[src/rtl/assert_macros.svh]
// assertion macros shared by the button debounce rtl
// each macro samples on clk and is disabled while rst is high
`ifndef ASSERT_MACROS_SVH
`define ASSERT_MACROS_SVH

// property holds at every clock edge outside reset
`define BDLP_ASSERT(lbl, prop, msg) \
  lbl: assert property (@(posedge clk) disable iff (rst) (prop)) else $error(msg);

// antecedent implies consequent on the next clock edge
`define BDLP_ASSERT_NEXT(lbl, ante, cons, msg) \
  lbl: assert property (@(posedge clk) disable iff (rst) (ante) |=> (cons)) else $error(msg);

`endif

[src/rtl/bdlp_pkg.sv]
// types, constants and helpers for the button debounce / long press / repeat block
// no dependencies
`timescale 1ns / 1ps

package bdlp_pkg;

  localparam int COUNT_WIDTH     = 16;
  localparam int CFG_WIDTH       = 16;
  localparam int CMP_WIDTH       = (COUNT_WIDTH > CFG_WIDTH) ? COUNT_WIDTH : CFG_WIDTH;
  localparam int CFG_INDEX_WIDTH = 2;
  localparam int EV_WIDTH        = 3;
  localparam int PHASE_WIDTH     = 3;

  // register indexes
  localparam logic [CFG_INDEX_WIDTH-1:0] REG_DEBOUNCE   = 2'd0;
  localparam logic [CFG_INDEX_WIDTH-1:0] REG_LONG_PRESS = 2'd1;
  localparam logic [CFG_INDEX_WIDTH-1:0] REG_REPEAT     = 2'd2;

  // register reset values
  localparam logic [CFG_WIDTH-1:0] DEBOUNCE_RESET   = 16'd50;
  localparam logic [CFG_WIDTH-1:0] LONG_PRESS_RESET = 16'd1000;
  localparam logic [CFG_WIDTH-1:0] REPEAT_RESET     = 16'd200;

  // external phase codes
  localparam logic [PHASE_WIDTH-1:0] PH_IDLE     = 3'd0;
  localparam logic [PHASE_WIDTH-1:0] PH_DEBOUNCE = 3'd1;
  localparam logic [PHASE_WIDTH-1:0] PH_PRESSED  = 3'd2;
  localparam logic [PHASE_WIDTH-1:0] PH_LONG     = 3'd3;
  localparam logic [PHASE_WIDTH-1:0] PH_REPEAT   = 3'd4;

  typedef enum logic [4:0] {
    ST_IDLE     = 5'b00001,
    ST_DEBOUNCE = 5'b00010,
    ST_PRESSED  = 5'b00100,
    ST_LONG     = 5'b01000,
    ST_REPEAT   = 5'b10000
  } state_t;

  typedef enum logic [EV_WIDTH-1:0] {
    EV_NONE   = 3'd0,
    EV_PRESS  = 3'd1,
    EV_LONG   = 3'd2,
    EV_REPEAT = 3'd3,
    EV_IDLE   = 3'd4
  } event_t;

  typedef struct packed {
    logic [CFG_WIDTH-1:0] debounce_ticks;
    logic [CFG_WIDTH-1:0] long_press_ticks;
    logic [CFG_WIDTH-1:0] repeat_ticks;
  } cfg_t;

  typedef struct packed {
    logic [EV_WIDTH-1:0]    event_code;
    logic [PHASE_WIDTH-1:0] phase;
  } result_t;

  function automatic logic [PHASE_WIDTH-1:0] phase_code(input state_t st);
    logic [PHASE_WIDTH-1:0] code;
    unique case (st)
      ST_IDLE:     code = PH_IDLE;
      ST_DEBOUNCE: code = PH_DEBOUNCE;
      ST_PRESSED:  code = PH_PRESSED;
      ST_LONG:     code = PH_LONG;
      ST_REPEAT:   code = PH_REPEAT;
      default:     code = PH_IDLE;
    endcase
    return code;
  endfunction

endpackage

[src/rtl/bdlp_cfg_regs.sv]
// threshold registers written through the plain configuration port
// depends on bdlp_pkg
`timescale 1ns / 1ps

module bdlp_cfg_regs (
  input  logic                                 clk,
  input  logic                                 rst,
  input  logic                                 cfg_wr_en,
  input  logic [bdlp_pkg::CFG_INDEX_WIDTH-1:0] cfg_index,
  input  logic [bdlp_pkg::CFG_WIDTH-1:0]       cfg_wdata,
  output bdlp_pkg::cfg_t                       cfg
);
  import bdlp_pkg::*;

  always_ff @(posedge clk) begin
    if (rst) begin
      cfg.debounce_ticks   <= DEBOUNCE_RESET;
      cfg.long_press_ticks <= LONG_PRESS_RESET;
      cfg.repeat_ticks     <= REPEAT_RESET;
    end else if (cfg_wr_en) begin
      unique case (cfg_index)
        REG_DEBOUNCE:   cfg.debounce_ticks   <= cfg_wdata;
        REG_LONG_PRESS: cfg.long_press_ticks <= cfg_wdata;
        REG_REPEAT:     cfg.repeat_ticks     <= cfg_wdata;
        default:        ;  // unmapped index, write dropped
      endcase
    end
  end

endmodule

[src/rtl/bdlp_fsm.sv]
// phase state machine and saturating tick counter, one step per accepted beat
// depends on bdlp_pkg and assert_macros.svh
`timescale 1ns / 1ps
`include "assert_macros.svh"

module bdlp_fsm (
  input  logic              clk,
  input  logic              rst,
  input  logic              accept,
  input  logic              pin_level,
  input  bdlp_pkg::cfg_t    cfg,
  output bdlp_pkg::result_t result
);
  import bdlp_pkg::*;

  state_t                 state;
  state_t                 state_next;
  logic [COUNT_WIDTH-1:0] elapsed;
  logic [COUNT_WIDTH-1:0] elapsed_next;
  logic [COUNT_WIDTH-1:0] cnt_inc;
  logic [CFG_WIDTH-1:0]   thr;
  logic                   expired;
  logic                   held;
  event_t                 ev;

  assign held    = ~pin_level;
  assign cnt_inc = (elapsed == {COUNT_WIDTH{1'b1}}) ? elapsed : elapsed + 1'b1;

  // one threshold per phase, one compare
  always_comb begin
    case (state)
      ST_DEBOUNCE: thr = cfg.debounce_ticks;
      ST_PRESSED:  thr = cfg.long_press_ticks;
      default:     thr = cfg.repeat_ticks;
    endcase
  end

  assign expired = CMP_WIDTH'(cnt_inc) >= CMP_WIDTH'(thr);

  always_comb begin
    state_next   = state;
    elapsed_next = cnt_inc;
    ev           = EV_NONE;
    unique case (state)
      ST_IDLE: begin
        if (held) begin
          state_next   = ST_DEBOUNCE;
          elapsed_next = '0;
        end
      end
      ST_DEBOUNCE: begin
        if (expired) begin
          if (held) begin
            state_next   = ST_PRESSED;
            elapsed_next = '0;
            ev           = EV_PRESS;
          end else begin
            state_next = ST_IDLE;
          end
        end
      end
      ST_PRESSED: begin
        // long press wins over a release on the same tick
        if (expired) begin
          state_next   = ST_LONG;
          elapsed_next = '0;
          ev           = EV_LONG;
        end else if (!held) begin
          state_next = ST_IDLE;
          ev         = EV_IDLE;
        end
      end
      ST_LONG, ST_REPEAT: begin
        if (!held) begin
          state_next = ST_IDLE;
          ev         = EV_IDLE;
        end else if (expired) begin
          state_next   = ST_REPEAT;
          elapsed_next = '0;
          ev           = EV_REPEAT;
        end
      end
      default: begin
        state_next = ST_IDLE;
      end
    endcase
  end

  assign result.event_code = ev;
  assign result.phase      = phase_code(state_next);

  always_ff @(posedge clk) begin
    if (rst) begin
      state   <= ST_IDLE;
      elapsed <= '0;
    end else if (accept) begin
      state   <= state_next;
      elapsed <= elapsed_next;
    end
  end

  // press, long press and repeat all clear the counter
  `BDLP_ASSERT_NEXT(a_mark_clears_count,
    accept && (ev == EV_PRESS || ev == EV_LONG || ev == EV_REPEAT),
    elapsed == '0, "event did not clear tick counter")
  // release event always lands in idle
  `BDLP_ASSERT_NEXT(a_release_to_idle, accept && ev == EV_IDLE,
    state == ST_IDLE, "release event without return to idle")
  // no beat, no change
  `BDLP_ASSERT_NEXT(a_hold_without_beat, !accept,
    $stable(state) && $stable(elapsed), "state moved without a beat")

endmodule

[src/rtl/bdlp_out_buf.sv]
// two-entry result buffer: output register plus skid stage
// depends on bdlp_pkg and assert_macros.svh
`timescale 1ns / 1ps
`include "assert_macros.svh"

module bdlp_out_buf (
  input  logic              clk,
  input  logic              rst,
  input  logic              in_valid,
  output logic              in_ready,
  input  bdlp_pkg::result_t in_data,
  output logic              out_valid,
  input  logic              out_ready,
  output bdlp_pkg::result_t out_data
);
  import bdlp_pkg::*;

  result_t skid_data;
  logic    skid_valid;
  logic    in_acc;
  logic    slot_free;

  assign in_ready  = ~skid_valid;
  assign in_acc    = in_valid & in_ready;
  assign slot_free = ~out_valid | out_ready;

  always_ff @(posedge clk) begin
    if (rst) begin
      out_valid  <= 1'b0;
      skid_valid <= 1'b0;
    end else if (slot_free) begin
      if (skid_valid) begin
        out_valid  <= 1'b1;
        skid_valid <= in_acc;
      end else begin
        out_valid <= in_acc;
      end
    end else if (in_acc) begin
      skid_valid <= 1'b1;
    end
  end

  // payload, no reset
  always_ff @(posedge clk) begin
    if (slot_free) begin
      if (skid_valid) begin
        out_data <= skid_data;
        if (in_acc) begin
          skid_data <= in_data;
        end
      end else if (in_acc) begin
        out_data <= in_data;
      end
    end else if (in_acc) begin
      skid_data <= in_data;
    end
  end

  `BDLP_ASSERT(a_skid_behind_out, !skid_valid || out_valid,
    "skid holds a beat while output is empty")
  `BDLP_ASSERT_NEXT(a_skid_refills_out, skid_valid && out_ready, out_valid,
    "skid beat not moved to output")

endmodule

[src/rtl/button_debounce_long_press_repeat_core.sv]
// top level of the button debouncer with long press and auto repeat
// depends on bdlp_pkg, bdlp_cfg_regs, bdlp_fsm, bdlp_out_buf
`timescale 1ns / 1ps

// usage
//   input channel (in_valid/in_ready): one beat per time tick, pin_level is the
//   sampled active-low button level (0 pressed, 1 released)
//   output channel (out_valid/out_ready): exactly one beat per input beat,
//   event_code (0 none, 1 press, 2 long press, 3 repeat, 4 released) and
//   phase after the tick (0 idle, 1 debounce, 2 pressed, 3 long, 4 repeat)
//   config port: cfg_wr_en with cfg_index 0 debounce, 1 long press, 2 repeat
//   ticks; index 3 is ignored; write only while no beat is in flight
// timing
//   state and counter update in the cycle of acceptance; the result is registered
//   in the output register, or in the skid stage while the output is stalled
//   throughput one beat per cycle while in_ready is high, set by the state/counter update
// stall
//   a two-entry output buffer absorbs one beat while out_ready is low; in_ready
//   drops only once both entries are full
// reset
//   rst (synchronous) clears the phase to idle, the tick counter to zero, the
//   thresholds to 50/1000/200 and empties the output buffer
module button_debounce_long_press_repeat_core (
  input  logic                                 clk,
  input  logic                                 rst,
  input  logic                                 in_valid,
  output logic                                 in_ready,
  input  logic                                 pin_level,
  output logic                                 out_valid,
  input  logic                                 out_ready,
  output logic [bdlp_pkg::EV_WIDTH-1:0]        event_code,
  output logic [bdlp_pkg::PHASE_WIDTH-1:0]     phase,
  input  logic                                 cfg_wr_en,
  input  logic [bdlp_pkg::CFG_INDEX_WIDTH-1:0] cfg_index,
  input  logic [bdlp_pkg::CFG_WIDTH-1:0]       cfg_wdata
);
  import bdlp_pkg::*;

  cfg_t    cfg;
  result_t step_result;
  result_t out_data;
  logic    accept;

  // a beat is taken whenever the buffer has room
  assign accept = in_valid & in_ready;

  bdlp_cfg_regs u_cfg (
    .clk       (clk),
    .rst       (rst),
    .cfg_wr_en (cfg_wr_en),
    .cfg_index (cfg_index),
    .cfg_wdata (cfg_wdata),
    .cfg       (cfg)
  );

  // next phase, counter and event from the current state and this tick
  bdlp_fsm u_fsm (
    .clk       (clk),
    .rst       (rst),
    .accept    (accept),
    .pin_level (pin_level),
    .cfg       (cfg),
    .result    (step_result)
  );

  // result register with skid stage
  bdlp_out_buf u_out (
    .clk       (clk),
    .rst       (rst),
    .in_valid  (in_valid),
    .in_ready  (in_ready),
    .in_data   (step_result),
    .out_valid (out_valid),
    .out_ready (out_ready),
    .out_data  (out_data)
  );

  assign event_code = out_data.event_code;
  assign phase      = out_data.phase;

endmodule
[config.mk]
export PLATFORM = sky130hd
export DESIGN_NAME = button_debounce_long_press_repeat_core
export DESIGN_NICKNAME = d
export VERILOG_FILES = /design/src/rtl/bdlp_pkg.sv /design/src/rtl/bdlp_cfg_regs.sv /design/src/rtl/bdlp_fsm.sv /design/src/rtl/bdlp_out_buf.sv /design/src/rtl/button_debounce_long_press_repeat_core.sv
export VERILOG_INCLUDE_DIRS = /design/src /design/src/rtl
export SDC_FILE = /design/constraint.sdc
export NUM_CORES = 1
export LEC_CHECK = 0
export BUFFER_PORTS_ARGS = -buffer_cell sky130_fd_sc_hd__buf_4
export CAP_MARGIN = 20
export CORE_ASPECT_RATIO = 0.5
export CORE_UTILIZATION = 64
export CTS_CLUSTER_DIAMETER = 80
export CTS_CLUSTER_SIZE = 25
export DETAILED_ROUTE_END_ITERATION = 6
export GPL_TIMING_DRIVEN = 1
export PLACE_DENSITY = 0.84
export SYNTH_ARGS = -nofsm -noshare
export SYNTH_HDL_FRONTEND = slang
export SYNTH_HIERARCHICAL = 1
export SYNTH_SLANG_ARGS = --single-unit
[constraint.sdc]
create_clock -name clk -period 10.9 [get_ports clk]
set_clock_uncertainty 0.15 [all_clocks]
set_input_delay 3.27 -clock clk [delete_from_list [all_inputs] [get_ports clk]]
set_output_delay 3.27 -clock clk [all_outputs]
set_load 0.03 [all_outputs]
==> flow_metrics.py, run 1 <==
metrics = {
    "route": {
        "final_antenna_net_count": 0,
        "dr.pass1.iters": 6,
        "route.met2.wl_um": 4592,
        "wire_per_inst_um": 17.67,
        "drt-vias-per-instance": 6.112,
        "wl_met3_um": 784,
        "drt-total-wl_um": 9985,
        "wl_met1_um": 4444,
        "drt-initial-drc-count": 329,
        "highest_layer": "met4",
        "vias": 3453,
        "drc": 0,
    },
    "synth": {
        "syn_nets": 498,
        "synth_edf_count": 12,
        "ys_types": 52,
        "yosys_warnings": 6,
        "syn_inst": 457,
        "synthFlopType": "dfxtp_1",
        "async_flop_share": 0,
        "synth_top_cell_area_share": 0.3216,
        "postSynthRegisterBits": 83,
        "yosys.area.top_type": "dfxtp_1",
        "synth_area_per_cell_um2": 9.670,
        "netlist_area_mm2": 0.004419,
        "seq_area_frac_synth": 0.4032,
        "synth.area.top_cells": "dfxtp_1 (32%), mux2i_1 (11%), edfxtp_1 (8.2%)",
    },
    "flow_run": {
        "cap_viol_max_count": 0,
    },
    "pwr": {
        "internal-power_mw": 0.5247,
        "p_leak_nw": 2.025,
        "p_switching_mw": 0.1586,
        "power.density_mw_per_mm2": 138.5,
        "p_clk_frac": 0.427,
        "p_sw_frac": 0.2321,
        "ir_drop_v": 0.0001224,
        "seq_power_share": 0.478,
        "p_comb_frac": 0.095,
    },
    "timing": {
        "rsz0062_at_grt": "false",
        "fin_crit_ns": 4.705,
        "fmax_ghz": 0.2125,
        "timing.setup.tns_ns": 0,
        "drv_slew": 0,
        "fin_ws_ns": 6.195,
        "max_slew_margin": 0.3029,
        "tightest_slew_ns": 1.042,
        "hold_violations": 0,
        "setup_viol": 0,
        "post-route-period-util": 0.4317,
    },
    "final_layout": {
        "layout_commonest_cell": "dfxtp_1",
        "antenna_cells": 0,
        "area_delta_synth_final_pct": 11.66,
        "mostFrequentLayoutCells": "dfxtp_1 (71), nand2b_1 (54), mux2i_1 (48), nor2_1 (43), buf_4 (31)",
        "final_nets": 513,
        "drive_above_1_share": 0.1279,
    },
    "clocking": {
        "path_clk_slew_ns": 0.06,
        "clockBufferDepth": 2,
        "cts_tree": "yes",
        "cts_root_buf": "clkbuf_16",
        "cts_buffers": 9,
        "cts_hold_buf": 0,
        "htreeDepth": 3,
        "post_cts_buffers": 0,
        "cts.sinks": 83,
        "clk_latency_ns": 0.34,
        "cts_resized": 0,
    },
    "placement": {
        "dpl_worst_slack_ns": 5.938,
        "io_buffers": 31,
        "hpwl_um": 6764,
        "gp_congestion": 0.8427,
    },
    "global_route": {
        "antenna_found_initial": 0,
        "grt_max_degree": 84,
        "grt_pass1_wl_um": 16020,
        "grt_pass1_vias": 3309,
        "grt.overflow.total": 0,
        "grt.total_usage": 0.2939,
    },
    "critical_path": {
        "crit_arrival_ns": 4.77,
        "ff2ff_setup_slack_ns": 6.30,
        "cp-start-kind": "input port",
        "endpoint_kind": "register",
        "critPathKind": "input port to register",
        "crit_fanout": 9,
        "cp.required_ns": 10.96,
        "reg2reg_depth": 11,
    },
    "status": {
        "status": "finished clean",
    },
    "die": {
        "initial_core_util": 0.6953,
        "coreArea_mm2": 0.006356,
        "fp.dieH_um": 60.76,
        "ioPinCount": 32,
        "die_area_mm2": 0.007262,
        "std_cell_rows": 20,
        "die_w_um": 119.5,
    },
    "worst_hold_path": {
        "hold_class": "register to register",
        "hold_depth": 2,
    },
}
[power by group through the flow]
stage | sequential, mW | clock (mW) | combinational [mW]
2_1_floorplan | 0.335 | 0 | 0.0417
3_3_place_gp | 0.332 | 0 | 0.0601
3_5_place_dp | 0.333 | 0 | 0.0630
4_1_cts | 0.327 | 0.296 | 0.0638
5_1_grt | 0.327 | 0.310 | 0.0702
6_report | 0.327 | 0.292 | 0.0648
[area by class of cell]
class	count	area [um^2]
Clock inverter	2	16.27
Inverter	7	26.28
Fill cell	434	1421
Sequential cell	83	1782
Tap cell	88	110.1
Timing Repair Buffer	32	244.0
Clock buffer	14	275.3
Multi-Input combinational cell	339	2481
[path summary, 6_finish.rpt]
check	startpoint	end
setup / recovery	pin_level	u_fsm/elapsed[0]
setup reg to reg	u_fsm/state[3]	u_out/out_data[5]
hold reg to reg	u_cfg/cfg[32]	u_cfg/cfg[32]
hold / removal	u_cfg/cfg[32]	u_cfg/cfg[32]
[sequential cells by signal, summed over array words and instances, names as in the netlist]
| signal | count |
|---|---|
| u_out/out_valid | 1 |
| u_fsm/state | 5 |
| u_fsm/elapsed | 16 |
| u_out/skid_valid | 1 |
| u_out/out_data | 6 |
| u_cfg/cfg | 48 |
| u_out/skid_data | 6 |
[synthesized netlist by cell type (9+ instances only)]
| cell type | number |
|---|---|
| a222oi_1 | 16 |
| xor2_1 | 12 |
| nand2_1 | 19 |
| nand3_1 | 18 |
| ha_1 | 17 |
| buf_2 | 9 |
| xnor2_1 | 11 |
| edfxtp_1 | 12 |
| nand2b_1 | 54 |
| nor2_1 | 43 |
| nor3_1 | 11 |
| and3_1 | 10 |
| clkbuf_1 | 14 |
| a21oi_1 | 11 |
| dfxtp_1 | 71 |
| mux2i_1 | 48 |
[kinds of logic (layout without fill, tap and decap cells)]
| group | Yosys count | in the layout | share of synthesized area |
|---|---|---|---|
| and+or+nand+nor | 185 | 185 | 0.2290 |
| DFF | 83 | 83 | 0.4032 |
| buffers and inverters | 35 | 55 | 0.03652 |
| AOI/OAI and AO/OA | 58 | 58 | 0.1033 |
| adders and majority gates | 17 | 17 | 0.04813 |
| xor gates and xnor gates | 23 | 23 | 0.04558 |
| muxes | 56 | 56 | 0.1342 |
[worst max-delay path, stage by stage]
cell and delay [ns]:
buf_4 0.13, nor4_1 0.29, nand3b_1 0.23, o31ai_1 0.14, o41a_1 0.28, a21o_1 0.34
nor2_1 0.09
[stage by stage]
step                        util  cell area (um^2)  total power, mW  cells  hold WS [ns]
final                     0.7764              4935           0.6833    565        0.3301
after global routing      0.7764              4935           0.7081    565        0.3428
after CTS                 0.7746              4923           0.6863    564        0.3309
after detailed placement  0.7287              4632           0.3962    548        0.3173
after global placement    0.7287              4632           0.3925    548        0.3079
after floorplan                -              4419           0.3763    457        0.2980
[layer usage]
layer,up-vias,GRT usage
met5,-,0
met4,0,0.1054
met3,16,0.07989
met2,133,0.4938
met1,1628,0.3745
li1,1676,-
(Power assumes the default switching activity.)
==> inputs of run 2 (changes only) <==
--- a/config.mk
+++ b/config.mk
@@ -9,12 +9,12 @@
 export BUFFER_PORTS_ARGS = -buffer_cell sky130_fd_sc_hd__buf_4
 export CAP_MARGIN = 20
 export CORE_ASPECT_RATIO = 0.5
-export CORE_UTILIZATION = 64
+export CORE_UTILIZATION = 60
 export CTS_CLUSTER_DIAMETER = 80
 export CTS_CLUSTER_SIZE = 25
 export DETAILED_ROUTE_END_ITERATION = 6
 export GPL_TIMING_DRIVEN = 1
-export PLACE_DENSITY = 0.84
+export PLACE_DENSITY = 0.79
 export SYNTH_ARGS = -nofsm -noshare
 export SYNTH_HDL_FRONTEND = slang
 export SYNTH_HIERARCHICAL = 1
==> constraint.sdc (replaced) <==
create_clock -name clk -period 4.5 [get_ports clk]
set_clock_uncertainty 0.15 [all_clocks]
set_input_delay 1.35 -clock clk [delete_from_list [all_inputs] [get_ports clk]]
set_output_delay 1.35 -clock clk [all_outputs]
set_load 0.03 [all_outputs]
==> run 2 against run 1 <==
  * Worst hold slack worse by 0.0025 ns
  * Global-route usage is 1.2 points lower
  * Sequential share of layout area is 0.055 points lower
  * Register-to-register slack worse by 5.9 ns
  * Sequential power is 140% higher
  * Setup slack worse by 5.8 ns
  * Critical endpoint is now u_out/out_data[5]
==> flow_metrics.py, run 2 (synthesized netlist as in run 1, its figures left out) <==
metrics = {
    "critical_path": {
        "crit_start": "u_fsm/elapsed[6]",
        "critical_path_buf_inv_count": 0,
        "cp_cell_sequence": "nand3_1, nor3_1, nand3_1, nor2_1, mux2_2, ha_1, nand4_1, or4_1, a31oi_1, or3_4, o21ai_1, and2_1, mux2_4",
        "crit_arrival_ns": 4.07,
        "critPathSlowestCell": "or4_1",
        "crit_fanout": 10,
        "cp-start-kind": "register",
        "cp.required_ns": 4.44,
        "crit_family": "simple AND/OR/NAND/NOR gates",
        "endpoint_kind": "register",
        "critPathKind": "register to register",
        "ff2ff_setup_slack_ns": 0.36,
        "r2r-start": "u_fsm/elapsed[6]",
        "crit_path_frequent_cell": "nand3_1",
        "slowest_delay_ns": 0.52,
    },
    "pwr": {
        "internal-power_mw": 1.235,
        "p_switching_mw": 0.3918,
        "p_sw_frac": 0.2409,
        "seq_power_share": 0.487,
        "p_leak_nw": 2.033,
        "ir_drop_v": 0.0002115,
        "p_comb_frac": 0.097,
        "power.density_mw_per_mm2": 329.1,
        "p_clk_frac": 0.417,
    },
    "global_route": {
        "grt.total_usage": 0.2822,
        "grt_pass1_wl_um": 16700,
        "grt.overflow.total": 0,
        "grt_pass1_vias": 3388,
        "grt_max_degree": 84,
        "antenna_found_initial": 0,
    },
    "timing": {
        "max_slew_margin": 0.3277,
        "rsz0062_at_grt": "false",
        "post-route-period-util": 0.9191,
        "setup_viol": 0,
        "hold_violations": 0,
        "fmax_ghz": 0.2418,
        "tightest_slew_ns": 1.005,
        "fin_crit_ns": 4.136,
        "timing.setup.tns_ns": 0,
        "drv_slew": 0,
    },
    "route": {
        "drt-vias-per-instance": 6.147,
        "drt-initial-drc-count": 363,
        "drt-total-wl_um": 10020,
        "vias": 3510,
        "drc": 0,
        "dr.pass1.iters": 5,
        "final_antenna_net_count": 0,
        "wire_per_inst_um": 17.55,
    },
    "placement": {
        "io_buffers": 31,
        "gp_congestion": 0.8429,
        "hpwl_um": 6904,
    },
    "clocking": {
        "cts_hold_buf": 0,
        "clockBufferDepth": 2,
        "cts_tree": "yes",
        "post_cts_buffers": 0,
        "cts_root_buf": "clkbuf_16",
        "cts_resized": 0,
        "cts_buffers": 9,
        "path_clk_slew_ns": 0.06,
        "htreeDepth": 3,
        "cts.sinks": 83,
        "clk_latency_ns": 0.33,
    },
    "final_layout": {
        "antenna_cells": 0,
        "area_delta_synth_final_pct": 11.83,
        "drive_above_1_share": 0.1378,
        "top_register": "u_cfg/cfg",
        "final_nets": 515,
        "layout_commonest_cell": "dfxtp_1",
        "mostFrequentLayoutCells": "dfxtp_1 (71), nand2b_1 (54), mux2i_1 (48), nor2_1 (43), buf_4 (33)",
        "fill_cells": 523,
        "largest_reg_flops": 48,
        "fin_util": 0.7152,
        "reg.largest.list": "u_cfg/cfg: 48 flops, u_fsm/elapsed: 16 flops",
    },
    "worst_hold_path": {
        "hp-start": "u_cfg/cfg[35]",
        "hold_class": "register to register",
    },
    "die": {
        "die_w_um": 123.4,
        "initial_core_util": 0.6395,
        "ioPinCount": 32,
        "fp.dieH_um": 62.69,
        "std_cell_rows": 21,
        "coreArea_mm2": 0.006910,
        "die_area_mm2": 0.007733,
    },
    "status": {
        "status": "finished clean",
    },
    "flow_run": {
        "cap_viol_max_count": 0,
    },
}
-- run 2: cell types whose count changed in the layout (fill, tap and decap cells not counted), sizes merged --
| cell | previous run | this run |
|---|---|---|
| buf | 32 | 34 |
| clkbuf | 14 | 12 |
| clkinv | 0 | 3 |
| clkinvlp | 1 | 0 |
-- run 2: per-layer routing --
| metal | track usage | wire (um) | part of all wire | up-vias |
|---|---|---|---|---|
| met5 | 0 | 0 | 0 | - |
| met4 | 0.08283 | 99 | 0.0099 | 0 |
| met3 | 0.07482 | 744 | 0.074 | 12 |
| met2 | 0.4295 | 4500 | 0.45 | 140 |
| met1 | 0.3913 | 4679 | 0.47 | 1687 |
| li1 | - | - | - | 1671 |
-- run 2: cell type report --
cell class	count	area (um^2)	share of cell area
Tap cell	92	115.1	0.02329
Inverter	7	26.28	0.005316
Clock buffer	12	246.5	0.04987
Clock inverter	4	25.02	0.005063
Multi-Input combinational cell	339	2489	0.5035
Timing Repair Buffer	34	259.0	0.05240
Sequential cell	83	1782	0.3605
-- run 2: worst paths after layout --
check                                    endpoint  cells past startpoint
worst max-delay path            u_out/out_data[5]                     13
worst min-delay path                u_cfg/cfg[35]                      2
worst max register to register  u_out/out_data[5]                     13
worst min register to register      u_cfg/cfg[35]                      2
-- run 2: power groups by stage --
stage	registers (mW)	clock network [mW]	logic, mW
2_1_floorplan	0.810	0	0.101
3_3_place_gp	0.806	0	0.147
3_5_place_dp	0.807	0	0.154
4_1_cts	0.791	0.683	0.155
5_1_grt	0.794	0.720	0.172
6_report	0.792	0.678	0.157
-- run 2: worst min-delay path, cell delays in order, from the launching register on --
cell and delay (ns):
dfxtp_1 0.31, nand2b_1 0.07, mux2i_1 0.05
-- run 2: through the flow --
stage | instance area [um^2] | setup WS (ns) | std cells | power, mW | hold slack [ns]
floorplan | 4419 | 0.6351 | 457 | 0.9115 | 0.2980
global placement | 4652 | 0.4276 | 554 | 0.9532 | 0.3089
CTS | 4923 | 0.2046 | 570 | 1.629 | 0.3333
finish | 4942 | 0.3642 | 571 | 1.627 | 0.3276
detailed placement | 4652 | 0.2860 | 554 | 0.9612 | 0.3185
global route | 4942 | 0.1038 | 571 | 1.687 | 0.3529
==> inputs of run 3 (changes only) <==
--- a/config.mk
+++ b/config.mk
@@ -6,15 +6,16 @@
 export SDC_FILE = /design/constraint.sdc
 export NUM_CORES = 1
 export LEC_CHECK = 0
+export ABC_AREA = 1
 export BUFFER_PORTS_ARGS = -buffer_cell sky130_fd_sc_hd__buf_4
 export CAP_MARGIN = 20
 export CORE_ASPECT_RATIO = 0.5
-export CORE_UTILIZATION = 60
+export CORE_UTILIZATION = 61
 export CTS_CLUSTER_DIAMETER = 80
 export CTS_CLUSTER_SIZE = 25
 export DETAILED_ROUTE_END_ITERATION = 6
 export GPL_TIMING_DRIVEN = 1
-export PLACE_DENSITY = 0.79
+export PLACE_DENSITY = 0.8
 export SYNTH_ARGS = -nofsm -noshare
 export SYNTH_HDL_FRONTEND = slang
 export SYNTH_HIERARCHICAL = 1
==> run 3 against run 2 <==
  * Non-clock buffer count stayed put
  * Combinational power is 35% higher
  * Die area is 5.8% higher
  * Sequential share of layout area is 2.2 points lower
  * Wire length is 4.4% higher
  * Clock-buffer cell count stayed put
  * Global-route usage is 0.35 points lower
  * Clock power is 2% higher
  * Cell count is 42% higher
  * Sequential power is 2% higher
  * Via count is 24% higher
  * Flip-flop and latch count stayed put
  * Critical path type unchanged
  * Critical endpoint is now u_fsm/elapsed[4]
==> flow_metrics.py, run 3 <==
metrics = {
    "critical_path": {
        "crit_fanout": 16,
        "critical_path_buf_inv_count": 1,
        "crit_family": "simple AND/OR/NAND/NOR gates",
        "crit_start": "u_fsm/elapsed[0]",
        "crit_cells": 22,
        "critPathSlowestCell": "dfxtp_1",
        "crit_path_frequent_cell": "nand2_1",
        "cp_cell_sequence": "ha_1, nand2_2, nor2_4, nand4_4, nor2_8, inv_4, nand2_1, nand2_1, ha_1, nand2_1, nand2_1, nand2_1, nand2_1, nand2_1, nand2_1, nand2_2, nand2_2, nand2_2, nand2_1, nand2_2, nand2_1, a21oi_1",
        "r2r-start": "u_fsm/elapsed[0]",
        "cp-start-kind": "register",
        "slowest_delay_ns": 0.38,
        "reg2reg_depth": 22,
        "crit_arrival_ns": 3.42,
        "cp.required_ns": 4.62,
        "critPathKind": "register to register",
        "endpoint_kind": "register",
    },
    "clocking": {
        "cts_resized": 0,
        "cts_hold_buf": 0,
        "cts.sinks": 83,
        "htreeDepth": 3,
        "path_clk_slew_ns": 0.06,
        "post_cts_buffers": 0,
        "clockBufferDepth": 2,
        "cts_buffers": 9,
        "cts_tree": "yes",
        "cts_root_buf": "clkbuf_16",
        "clk_latency_ns": 0.34,
    },
    "final_layout": {
        "fill_cells": 640,
        "reg.largest.list": "u_cfg/cfg: 48 flops, u_fsm/elapsed: 16 flops",
        "mostFrequentLayoutCells": "nand2_1 (198), nor2_1 (88), inv_1 (75), dfxtp_1 (71), a21oi_1 (57)",
        "final_nets": 748,
        "largest_reg_flops": 48,
        "area_delta_synth_final_pct": 10.48,
        "top_register": "u_cfg/cfg",
        "fin_util": 0.7079,
        "layout_commonest_cell": "nand2_1",
        "antenna_cells": 0,
        "drive_above_1_share": 0.1390,
    },
    "route": {
        "wire_per_inst_um": 12.95,
        "drt-total-wl_um": 10470,
        "drc": 0,
        "drt-initial-drc-count": 346,
        "vias": 4344,
        "drt-vias-per-instance": 5.376,
        "final_antenna_net_count": 0,
        "dr.pass1.iters": 6,
    },
    "timing": {
        "fin_crit_ns": 3.301,
        "hold_ws_ns": 0.3103,
        "tightest_slew_ns": 0.6224,
        "hold_violations": 0,
        "max_slew_margin": 0.5846,
        "drv_slew": 0,
        "rsz0062_at_grt": "false",
        "post-route-period-util": 0.7336,
        "fmax_ghz": 0.3029,
        "setup_viol": 0,
        "timing.setup.tns_ns": 0,
    },
    "synth": {
        "synthFlopType": "dfxtp_1",
        "synth.area.top_cells": "dfxtp_1 (30%), nand2_1 (16%), edfxtp_1 (7.6%)",
        "ys_types": 39,
        "syn_inst": 690,
        "postSynthRegisterBits": 83,
        "synth_top_cell_area_share": 0.2985,
        "netlist_area_mm2": 0.004762,
        "yosys.cell_count.top_type": "nand2_1",
        "seq_area_frac_synth": 0.3741,
        "synth_edf_count": 12,
        "async_flop_share": 0,
        "yosys_warnings": 6,
        "yosys-top-cells-count": "nand2_1 (198), nor2_1 (89), inv_1 (75), dfxtp_1 (71), a21oi_1 (57)",
        "synth_area_per_cell_um2": 6.902,
        "yosys.area.top_type": "dfxtp_1",
        "syn_nets": 731,
    },
    "pwr": {
        "p_leak_nw": 2.661,
        "internal-power_mw": 1.261,
        "p_comb_frac": 0.124,
        "p_clk_frac": 0.404,
        "p_switching_mw": 0.4440,
        "p_sw_frac": 0.2604,
        "seq_power_share": 0.471,
        "ir_drop_v": 0.0002244,
        "power.density_mw_per_mm2": 324.1,
    },
    "global_route": {
        "antenna_found_initial": 0,
        "grt_pass1_wl_um": 17840,
        "grt.overflow.total": 0,
        "grt_pass1_vias": 3850,
        "grt.total_usage": 0.2787,
        "grt_max_degree": 49,
    },
    "placement": {
        "io_buffers": 31,
        "hpwl_um": 6872,
        "gp_congestion": 0.8387,
    },
    "worst_hold_path": {
        "hp-start": "u_cfg/cfg[33]",
        "hold_class": "register to register",
        "hold_depth": 2,
    },
    "flow_run": {
        "cap_viol_max_count": 0,
    },
    "die": {
        "std_cell_rows": 22,
        "die_w_um": 127.0,
        "initial_core_util": 0.6407,
        "die_area_mm2": 0.008185,
        "coreArea_mm2": 0.007432,
        "ioPinCount": 32,
        "fp.dieH_um": 64.48,
    },
    "status": {
        "status": "finished clean",
    },
}
## run 3: changes by cell type after synthesis, moves of 11 or more
cell | previous run | this run
nand2_1 | 19 | 198
inv_1 | 7 | 75
nand2b_1 | 54 | 0
mux2i_1 | 48 | 0
a21oi_1 | 11 | 57
nor2_1 | 43 | 89
nand3_1 | 18 | 44
a222oi_1 | 16 | 0
nor3_1 | 11 | 0
## run 3: final cells by class
cell class                 count  area, um^2  share of cell area
clock buffer                  12       256.5             0.04875
clock inverter                 4       22.52            0.004281
inverter                      89       339.1             0.06445
multi-input combinational    490        2486              0.4725
sequential                    83        1782              0.3386
tap                           96       120.1             0.02283
timing repair buffer          34       255.2             0.04851
## run 3: final timing paths
kind | end | slack [ns]
worst max-delay path | u_fsm/elapsed[4] | 1.20
worst min register to register | u_cfg/cfg[33] | 0.31
worst min-delay path | u_cfg/cfg[33] | 0.31
worst max register to register | u_fsm/elapsed[4] | 1.20
## run 3: worst register-to-register path, stage by stage (launching register included)
cell     delay (ns)
dfxtp_1        0.38
ha_1           0.22
nand2_2        0.09
nor2_4         0.15
nand4_4        0.14
nor2_8         0.20
inv_4          0.12
nand2_1        0.10
nand2_1        0.07
ha_1           0.32
nand2_1        0.08
nand2_1        0.05
nand2_1        0.05
nand2_1        0.05
nand2_1        0.05
nand2_1        0.08
nand2_2        0.10
nand2_2        0.11
nand2_2        0.11
nand2_1        0.07
nand2_2        0.27
nand2_1        0.12
a21oi_1        0.16
## run 3: routing by layer
layer,vias up,global-route usage,share of wire
met5,-,0,0
met4,0,0.07738,0.013
met3,16,0.06441,0.062
met2,136,0.4636,0.45
met1,1969,0.3666,0.48
li1,2223,-,-
## run 3: through the flow
| step | std cells | power (mW) | instance area, um^2 | setup slack [ns] |
|---|---|---|---|---|
| 2_1_floorplan | 690 | 0.9686 | 4762 | 1.709 |
| 3_3_place_gp | 792 | 1.023 | 4982 | 1.423 |
| 3_5_place_dp | 792 | 1.029 | 4982 | 1.303 |
| 4_1_cts | 808 | 1.716 | 5261 | 1.240 |
| 5_1_grt | 808 | 1.783 | 5261 | 0.8784 |
| 6_report | 808 | 1.705 | 5261 | 1.199 |
## run 3: power groups by stage
stage / Sequential, mW / Clock (mW) / Combinational (mW)
after floorplan: 0.824 / 0 / 0.144
after global placement: 0.818 / 0 / 0.204
after detailed placement: 0.819 / 0 / 0.209
after CTS: 0.804 / 0.702 / 0.211
after global routing: 0.807 / 0.734 / 0.242
final: 0.804 / 0.689 / 0.212
## run 3: cell families after synthesis
logic type,share of synthesized area
compound gates,0.1198
fa+ha+maj,0.04467
buf+inv,0.1043
flops,0.3741
xor+xnor,0.01471
simple gates,0.3424
